$ cat src/design/flm_pkg.sv
// Shared types, level codes and status codes for the file lock manager.
// No dependencies.
`timescale 1ns / 1ps

package flm_pkg;

    localparam int DEF_NUM_CLIENTS = 8;

    localparam logic [2:0] LV_NONE     = 3'd0;
    localparam logic [2:0] LV_SHARED   = 3'd1;
    localparam logic [2:0] LV_RESERVED = 3'd2;
    localparam logic [2:0] LV_PENDING  = 3'd3;
    localparam logic [2:0] LV_EXCL     = 3'd4;

    localparam int BIT_SHARED   = 0;
    localparam int BIT_RESERVED = 1;
    localparam int BIT_PENDING  = 2;
    localparam int BIT_EXCL     = 3;

    localparam logic [1:0] ST_OK      = 2'd0;
    localparam logic [1:0] ST_BUSY    = 2'd1;
    localparam logic [1:0] ST_ILLEGAL = 2'd2;

    localparam logic OP_RAISE = 1'b0;
    localparam logic OP_LOWER = 1'b1;

    localparam logic [3:0] RCNT_MAX = 4'hF;

    typedef struct packed {
        logic [2:0] client;
        logic       operation;
        logic [2:0] level;
    } t_req;

    typedef struct packed {
        logic [1:0] status;
        logic [2:0] level_now;
        logic       reserved_held;
    } t_rsp;

    // Global lock state shared by all clients.
    typedef struct packed {
        logic [3:0] held;
        logic [3:0] rcnt;
    } t_lock_state;

endpackage

$ cat src/design/flm_level_store.sv
// Per-client lock level memory with registered read and write-first bypass.
// Depends on flm_pkg.
`timescale 1ns / 1ps

module flm_level_store
    import flm_pkg::*;
#(
    parameter int NUM_CLIENTS = DEF_NUM_CLIENTS,
    localparam int AW = $clog2(NUM_CLIENTS)
) (
    input  logic          i_clk,
    input  logic          i_rst_n,
    input  logic          i_rd_en,
    input  logic          i_rd_in_range,
    input  logic [AW-1:0] i_rd_addr,
    input  logic          i_wr_en,
    input  logic [AW-1:0] i_wr_addr,
    input  logic [2:0]    i_wr_data,
    output logic [2:0]    o_rd_data
);

    logic [2:0]             r_mem [NUM_CLIENTS];
    logic [NUM_CLIENTS-1:0] r_valid;
    logic [2:0]             r_rd;

    always_ff @(posedge i_clk) begin
        if (!i_rst_n) begin
            r_valid <= '0;
        end else if (i_wr_en) begin
            r_valid[i_wr_addr] <= 1'b1;
        end
    end

    always_ff @(posedge i_clk) begin
        if (i_wr_en) begin
            r_mem[i_wr_addr] <= i_wr_data;
        end
    end

    // Bypass the word being written so a back-to-back request sees it.
    always_ff @(posedge i_clk) begin
        if (i_rd_en) begin
            if (!i_rd_in_range) begin
                r_rd <= LV_NONE;
            end else if (i_wr_en && i_wr_addr == i_rd_addr) begin
                r_rd <= i_wr_data;
            end else if (r_valid[i_rd_addr]) begin
                r_rd <= r_mem[i_rd_addr];
            end else begin
                r_rd <= LV_NONE;
            end
        end
    end

    assign o_rd_data = r_rd;

endmodule

$ cat src/design/flm_lock_logic.sv
// Combinational lock transition: raise or lower one client's level.
// Depends on flm_pkg.
`timescale 1ns / 1ps

module flm_lock_logic
    import flm_pkg::*;
(
    input  logic        i_in_range,
    input  logic        i_op,
    input  logic [2:0]  i_cur,
    input  logic [2:0]  i_tgt,
    input  t_lock_state i_state,
    output t_lock_state o_state,
    output logic        o_wr_en,
    output t_rsp        o_rsp
);

    always_comb begin
        logic [3:0] h;
        logic [3:0] c;
        logic [2:0] newl;
        logic [1:0] st;
        logic       res;
        logic       got_pend;

        h        = i_state.held;
        c        = i_state.rcnt;
        newl     = i_cur;
        st       = ST_OK;
        res      = 1'b1;
        got_pend = 1'b0;

        if (!i_in_range) begin
            newl = LV_NONE;
            st   = ST_ILLEGAL;
        end else if (i_op == OP_RAISE) begin
            if (i_tgt > LV_EXCL) begin
                st = ST_ILLEGAL;
            end else if (i_cur >= i_tgt) begin
                st = ST_OK;
            end else if ((i_cur == LV_NONE && i_tgt != LV_SHARED) || i_tgt == LV_PENDING
                         || (i_tgt == LV_RESERVED && i_cur != LV_SHARED)) begin
                st = ST_ILLEGAL;
            end else begin
                if (i_cur == LV_NONE || (i_tgt == LV_EXCL && i_cur == LV_RESERVED)) begin
                    res          = !h[BIT_PENDING];
                    h[BIT_PENDING] = 1'b1;
                    got_pend     = res;
                end
                if (i_tgt == LV_SHARED && res) begin
                    if (c != RCNT_MAX) begin
                        c = c + 4'd1;
                    end
                    h[BIT_SHARED] = 1'b1;
                    newl          = LV_SHARED;
                end
                if (i_tgt == LV_RESERVED && res) begin
                    res = !h[BIT_RESERVED];
                    h[BIT_RESERVED] = 1'b1;
                    if (res) begin
                        newl = LV_RESERVED;
                    end
                end
                if (i_tgt == LV_EXCL && res) begin
                    // Pending stays held while exclusive is tried.
                    newl     = LV_PENDING;
                    got_pend = 1'b0;
                    res      = !h[BIT_EXCL];
                    h[BIT_EXCL] = 1'b1;
                    if (res) begin
                        newl = LV_EXCL;
                    end
                end
                if (got_pend && i_tgt == LV_SHARED) begin
                    h[BIT_PENDING] = 1'b0;
                end
                st = res ? ST_OK : ST_BUSY;
            end
        end else begin
            if (i_tgt > LV_SHARED) begin
                st = ST_ILLEGAL;
            end else if (i_cur > i_tgt) begin
                if (i_cur >= LV_EXCL) begin
                    h[BIT_EXCL] = 1'b0;
                end
                if (i_cur >= LV_RESERVED) begin
                    h[BIT_RESERVED] = 1'b0;
                end
                if (i_tgt == LV_NONE) begin
                    if (c != 4'd0) begin
                        c = c - 4'd1;
                    end
                    if (c == 4'd0) begin
                        h[BIT_SHARED] = 1'b0;
                    end
                end
                if (i_cur >= LV_PENDING) begin
                    h[BIT_PENDING] = 1'b0;
                end
                newl = i_tgt;
            end
        end

        o_state.held        = h;
        o_state.rcnt        = c;
        o_wr_en             = i_in_range;
        o_rsp.status        = st;
        o_rsp.level_now     = newl;
        o_rsp.reserved_held = (i_in_range && newl >= LV_RESERVED) || h[BIT_RESERVED];
    end

endmodule

$ cat src/design/multi_client_file_lock_manager.sv
// Five-level file lock manager: request register, level memory, result register.
// Requests are held in the request register, results in the result register.
// Throughput: one request per cycle unless a stalled result blocks the pipe; the
// level memory bypass keeps back-to-back requests of one client exact.
// Reset (synchronous, active low) drops all locks, held bits and reader count.
// Depends on flm_pkg, flm_level_store and flm_lock_logic.
`timescale 1ns / 1ps

module multi_client_file_lock_manager
    import flm_pkg::*;
#(
    parameter int NUM_CLIENTS = DEF_NUM_CLIENTS
) (
    input  logic i_clk,
    input  logic i_rst_n,
    input  logic i_req_valid,
    output logic o_req_ready,
    input  t_req i_req,
    output logic o_rsp_valid,
    input  logic i_rsp_ready,
    output t_rsp o_rsp
);

    localparam int AW = $clog2(NUM_CLIENTS);
    localparam int IW = (AW > 3) ? AW : 3;

    logic          accept;
    logic          fire;
    logic [IW-1:0] client_ext;
    logic          in_range;

    logic          r_s1_vld;
    t_req          r_s1_req;
    logic          r_s1_inr;
    logic [AW-1:0] r_s1_idx;

    t_lock_state   r_state;
    t_lock_state   n_state;
    logic          wr_en;
    t_rsp          n_rsp;
    logic [2:0]    cur_level;

    logic          r_out_vld;
    t_rsp          r_out;

    assign client_ext  = IW'(i_req.client);
    assign in_range    = {1'b0, client_ext} < (IW + 1)'(NUM_CLIENTS);
    assign fire        = r_s1_vld && (!r_out_vld || i_rsp_ready);
    assign o_req_ready = !r_s1_vld || fire;
    assign accept      = i_req_valid && o_req_ready;

    always_ff @(posedge i_clk) begin
        if (!i_rst_n) begin
            r_s1_vld <= 1'b0;
        end else if (accept) begin
            r_s1_vld <= 1'b1;
        end else if (fire) begin
            r_s1_vld <= 1'b0;
        end
    end

    always_ff @(posedge i_clk) begin
        if (accept) begin
            r_s1_req <= i_req;
            r_s1_inr <= in_range;
            r_s1_idx <= client_ext[AW-1:0];
        end
    end

    flm_level_store #(
        .NUM_CLIENTS(NUM_CLIENTS)
    ) u_store (
        .i_clk         (i_clk),
        .i_rst_n       (i_rst_n),
        .i_rd_en       (accept),
        .i_rd_in_range (in_range),
        .i_rd_addr     (client_ext[AW-1:0]),
        .i_wr_en       (fire && wr_en),
        .i_wr_addr     (r_s1_idx),
        .i_wr_data     (n_rsp.level_now),
        .o_rd_data     (cur_level)
    );

    flm_lock_logic u_logic (
        .i_in_range (r_s1_inr),
        .i_op       (r_s1_req.operation),
        .i_cur      (cur_level),
        .i_tgt      (r_s1_req.level),
        .i_state    (r_state),
        .o_state    (n_state),
        .o_wr_en    (wr_en),
        .o_rsp      (n_rsp)
    );

    always_ff @(posedge i_clk) begin
        if (!i_rst_n) begin
            r_state <= '0;
        end else if (fire) begin
            r_state <= n_state;
        end
    end

    // Hold the result word until the consumer takes it.
    always_ff @(posedge i_clk) begin
        if (!i_rst_n) begin
            r_out_vld <= 1'b0;
        end else if (fire) begin
            r_out_vld <= 1'b1;
        end else if (i_rsp_ready) begin
            r_out_vld <= 1'b0;
        end
    end

    always_ff @(posedge i_clk) begin
        if (fire) begin
            r_out <= n_rsp;
        end
    end

    assign o_rsp_valid = r_out_vld;
    assign o_rsp       = r_out;

endmodule

$ cat config.mk
export PLATFORM = sky130hd
export DESIGN_NAME = multi_client_file_lock_manager
export DESIGN_NICKNAME = d
export VERILOG_FILES = /design/src/design/flm_pkg.sv /design/src/design/flm_level_store.sv /design/src/design/flm_lock_logic.sv /design/src/design/multi_client_file_lock_manager.sv
export SDC_FILE = /design/constraint.sdc
export NUM_CORES = 1
export LEC_CHECK = 0
export ABC_AREA = 0
export ABC_CLOCK_PERIOD_IN_PS = 3920
export CORE_AREA = 2 2 81 83
export CTS_CLUSTER_DIAMETER = 100
export CTS_CLUSTER_SIZE = 10
export DETAILED_ROUTE_END_ITERATION = 12
export DIE_AREA = 0 0 83 85
export DONT_BUFFER_PORTS = 1
export PLACE_DENSITY = 0.69
export SYNTH_ARGS = -nofsm -noshare
export SYNTH_HDL_FRONTEND = slang
export SYNTH_SLANG_ARGS = --single-unit
$ cat constraint.sdc
create_clock -name i_clk -period 3.92 [get_ports i_clk]
set_clock_uncertainty 0.2 [all_clocks]
set_input_delay 0.392 -clock i_clk [delete_from_list [all_inputs] [get_ports i_clk]]
set_output_delay 0.392 -clock i_clk [all_outputs]
set_load 0.02 [all_outputs]
Yosys cells after proc, flatten, opt, wreduce, memory -nomap -nowiden
Memories as Yosys holds them, arrays and structs flattened.
Cells that the tools add are included.
Storage, ports and cells
  register bits: 33
  bits in latches: 0
  bits in writable memories: 24
  bits in read-only memories: 0
  input port bits: 11
  output and inout bits: 8
  word-level logic and storage cells: 161
  memories: 1
Memory list
  u_store.r_mem: depth 8, width 3, read ports 1, clocked after Yosys merged registers in 0, wr ports 1, line flm_level_store.sv:22  | logic [2:0] r_mem [NUM_CLIENTS];
Cells by class
  add/subtract/negate cells: 2
  multipliers: 0
  divide/modulo/power cells: 0
  magnitude comparators: 11
  eq/ne operators: 17
  shifts and indexed selects: 0
  muxes and demuxes: 80
  bitwise gates (word level): 1
  reductions and logical operators: 35
Operators by type and width (count)
  $mux W4: 20
  $mux W1: 40
  $mux W3: 13
  $reduce_and A8 Y1: 2
  $logic_and A1 B1 Y1: 11
  $mux W2: 5
  $reduce_bool A2 Y1: 5
  $eq A3 B2 Y1 const B: 3
  $ge A3 B2 Y1 const B: 3
  $reduce_and A9 Y1: 1
  $lt A3 B4 Y1 const B: 2
  $ne A2 B1 Y1 const B: 4
  $ne A2 B2 Y1 const B: 4
  $or A8 B8 Y8: 1
  $logic_not A3 Y1: 2
  $logic_or A1 B1 Y1: 6
  $ne A3 B1 Y1 const B: 2
  $logic_not A1 Y1: 5
  $add A4 B1 Y4 const B: 1
  $logic_not A4 Y1: 1
  $ne A4 B4 Y1 const B: 1
  $reduce_bool A4 Y1: 1
  $sub A4 B1 Y4 const B: 1
  $bmux W1 S3: 1
  11 further kinds: 11

Depth between registers and ports, before layout
  depth in word-level cells: 27
  depth in mapped cells: 8
  depth with buffers taken out: 7

Cells and area by module
Synthesis repeated with hierarchy kept, for this count alone.
Second synthesis, totals
  cell total of the unflattened synthesis: 298
  area total of the unflattened synthesis: 3281.9 sq um
By module, submodules not included
  flm_level_store: times used 1, cells each 88, area an instance 1441.4 sq um
  flm_lock_logic: times used 1, cells each 151, area an instance 1027.2 sq um
  multi_client_file_lock_manager: times used 1, cells each 59, area an instance 813.3 sq um

Least setup slack after synthesis
No wires, ideal clock.
  kind: register to register
  from: register r_s1_req[1] (netlist bit)
  to: register r_out, in the netlist o_rsp[0], data pin
  library setup time: 265 ps
  arrival: 2463 ps
  slack: 992 ps
  stages on the path, launching flop included: 9
  path buffers: 1
  period minus slack after synthesis: 2928 ps
  path through: edfxtp_1 > clkbuf_1 > inv_1 > ha_1 > and2_1 > a211oi_1 > o211ai_1 > a32o_1 > or3_1
RTL lines
  start: declaration: line multi_client_file_lock_manager.sv:33  | t_req r_s1_req;
  start signal: assignment: line multi_client_file_lock_manager.sv:64  | r_s1_req <= i_req;
  end signal: assignment: line multi_client_file_lock_manager.sv:116  | r_out <= n_rsp;
  end: declaration: line multi_client_file_lock_manager.sv:44  | t_rsp r_out;

==> results.md <==
- RR Startpoint: r_s1_req[2]
- Maximum clock frequency: 305 MHz
- H-tree depth: 2
- Final RePlAce weighted congestion: 0.835
- Max-Cap Viols: 0
- Total grt overflow: 0
- Tot GR Track Use: 16.5%
- Final period util: 83.7%
- DR vias: 1756
- First-pass GRT wire length: 8970 um
- Worst reg2reg setup slack: 0.64 ns
- Reg2Reg Depth: 7
- DRT iter0 DRCs: 229
- Share of cells above drive strength 1: 11.7%
- RSZ-0062 raised after global routing: false
- Initial Util: 42.1%
- Fillers: 566
- Power share of the clock group: 29.8%
- Kind of cell adding the most delay to the critical path: compound AO/OA/AOI/OAI gates
- Async SR Flop Fraction: 0%
- Postcts setup bufs: 0
- Critical Path RT: 3.79 ns
- Maximum vdd drop: 0.253 mV
- Post-Syn Nets: 224
- Antenna viol nets, final: 0
- Final worst slack: 0.637 ns
- DR DRC count: 0
- R2R Path End: o_rsp[0]
- CTS tree: yes
- Worst path max stage delay: 0.61 ns
- Setup TNS: 0 ns
- Worst-path clk slew: 0.10 ns
- Layout Nets: 226
- Clock root buffer: clkbuf_8
- TritonCTS buffer count: 5
- Maximum fanout along the worst path: 13
- Pins over their slew limit: 0
- Hold crit path type: input pin to flop
- Psw: 0.000275 W
- TritonCTS sink count: 53
- Sequential share of power: 60.4%
- DPL Wire Length: 3770 um
- Area Overhead vs Synth: 8.44%
- Die height: 85 um
- Hold Path End: o_rsp_valid
- Leakage power: 0.940 nW
- Port bufs: 0
- Most frequent cells in the layout: edfxtp_1, nor2_1, dfxtp_1
- Place WS: 0.720 ns
- Initial antenna violation count: 0
- Slowest cell on the critical path: edfxtp_1
- Switching share of power: 25.5%
- Post-Syn Area: 2610 um^2
- Buf/Inv on CP: 1
- Post-synth cell types: 56
- DIE AREA: 7060 um^2
- Pwr dens: 382 nW/um^2
- Power Total: 0.00108 W
- Least-Margin Pin Slew: 1.09 ns
- Final WL: 5510 um
- Post-CTS Resized: 0
- CORE AREA: 6200 um^2
- EDFF count, synth: 40
- Inst Count DP: 272
- Type of origin of the critical path: flop
- Flops & latches, synth: 53
- Largest net degree at the start of global routing: 19
- Num rows: 29
- Gate Count Post-Synth: 210
- Relative slew slack: 26.1%
- Post-DR vias/cell: 6.06
- Post-synthesis sequential area ratio: 56.0%
- Worst hold start: i_rsp_ready
- DR pass1 iterations: 5
- Worst-Skew Late Latency: 0.31 ns
- Setup CP Type: flop to flop
- Most common library cell in the layout ignoring fill and taps: edfxtp_1
- CTS Buffer Depth: 2
- Routed WL per cell: 19.0 um
- Final hold vios: 0
- # IOs: 19
- CP arrival: 3.16 ns
- Stages on worst setup path: 7
- Pint: 0.000804 W
- Post-Syn Area per Cell: 12.4 um^2
- CP Capture Type: flop
- Tmin final: 3.28 ns
- Non-filler instance count after layout: 290
- Number of global-route vias before repair: 1632
- Final antenna diode count: 0
- Gate power share: 9.8%
- YS warnings: 0
- Finish-stage setup viols: 0
- Die W: 83 um
- Prevailing post-synth register cell: edfxtp_1
- Outcome: complete, no violations
- Worst Hold Path Cells: 3
- Crit-path cells: inv_1 -> ha_1 -> a21o_1 -> a211oi_1 -> o211ai_1 -> a32o_1 -> or3_1
-- power groups by stage --
stage	registers, W	logic, W	clock network (W)
6_report	0.000652	0.000106	0.000322
2_1_floorplan	0.000650	0.0000931	0
3_3_place_gp	0.000664	0.0000940	0
3_5_place_dp	0.000665	0.0000960	0
4_1_cts	0.000652	0.000105	0.000332
5_1_grt	0.000655	0.000116	0.000354
-- cells in the mapped netlist (3+ instances only) --
library cell / n / area (um^2)
a21o_1: 3 / 22.5
a21oi_1: 7 / 35.0
a22oi_1: 3 / 22.5
buf_2: 3 / 15.0
clkbuf_1: 9 / 33.8
dfxtp_1: 13 / 260
edfxtp_1: 40 / 1200
ha_1: 3 / 37.5
inv_1: 6 / 22.5
mux2i_1: 3 / 30.0
mux4_2: 8 / 180
nand2_1: 10 / 37.5
nand2b_1: 6 / 37.5
nand3_1: 4 / 20.0
nor2_1: 14 / 52.6
nor3_1: 11 / 55.1
nor3b_1: 4 / 30.0
o21a_1: 7 / 52.6
o21ai_0: 5 / 25.0
-- worst min-delay path, delay by kind of cell --
kind / cells / cell delay (ns)
AND/OR/NAND/NOR: 3 / 0.16
-- metal layers --
metal	global-route usage [%]	vias up	part of all wire, %
li1	-	817	-
met1	22.0	850	42
met2	27.0	82	51
met3	3.40	7	5.7
met4	5.96	0	1.6
met5	0	-	0
-- what timing repair did --
| item | CTS | global route |
|---|---|---|
| hold endpoints to repair | 12 | 1 |
| setup endpoints to repair | 0 | 0 |
| hold buffers | 9 | 1 |
-- logic make-up after synthesis --
group | Yosys count | synth area share [%]
adders and majority gates | 3 | 1.44
buffers and inverters | 21 | 3.60
DFF | 53 | 56.0
xor gates and xnor gates | 3 | 1.01
and+or+nand+nor | 67 | 14.1
AOI/OAI and AO/OA | 49 | 14.3
muxes | 14 | 9.49
-- sequential cells by signal, summed over array words and instances (netlist names), 3 cells and up --
| signal | count |
|---|---|
| u_store.r_valid | 8 |
| o_rsp | 6 |
| r_s1_idx | 3 |
| r_state | 3 |
| u_store.r_mem | 24 |
| r_s1_req | 4 |
| u_store.o_rd_data | 3 |
-- metrics by stage --
step                      area (um^2)  hold WS (ns)  util, %
after global routing             2830        0.0881     45.6
after CTS                        2820       0.00135     45.5
final                            2830        0.0849     45.6
after detailed placement         2640         0.252     42.5
after floorplan                  2610         0.235        -
after global placement           2640         0.243     42.5
-- worst max path at each step --
stage                           start       end  slack, ns
after floorplan           r_s1_req[1]  o_rsp[0]       0.99
after global placement    r_s1_req[2]  o_rsp[0]       0.83
after detailed placement  r_s1_req[2]  o_rsp[0]       0.72
after CTS                 r_s1_req[2]  o_rsp[0]       0.69
after global routing      r_s1_req[2]  o_rsp[0]       0.44
final                     r_s1_req[2]  o_rsp[0]       0.64
-- layout make-up --
class	count	area [um^2]	area share, %
inverter	6	22.5	0.796
clock buffer	5	68.8	2.43
multi-input combinational	136	1050	37.3
tap	77	96.3	3.40
timing repair buffer	10	100	3.54
sequential	53	1460	51.6
clock inverter	3	26.3	0.928
Power figures use the tool's default switching activity.
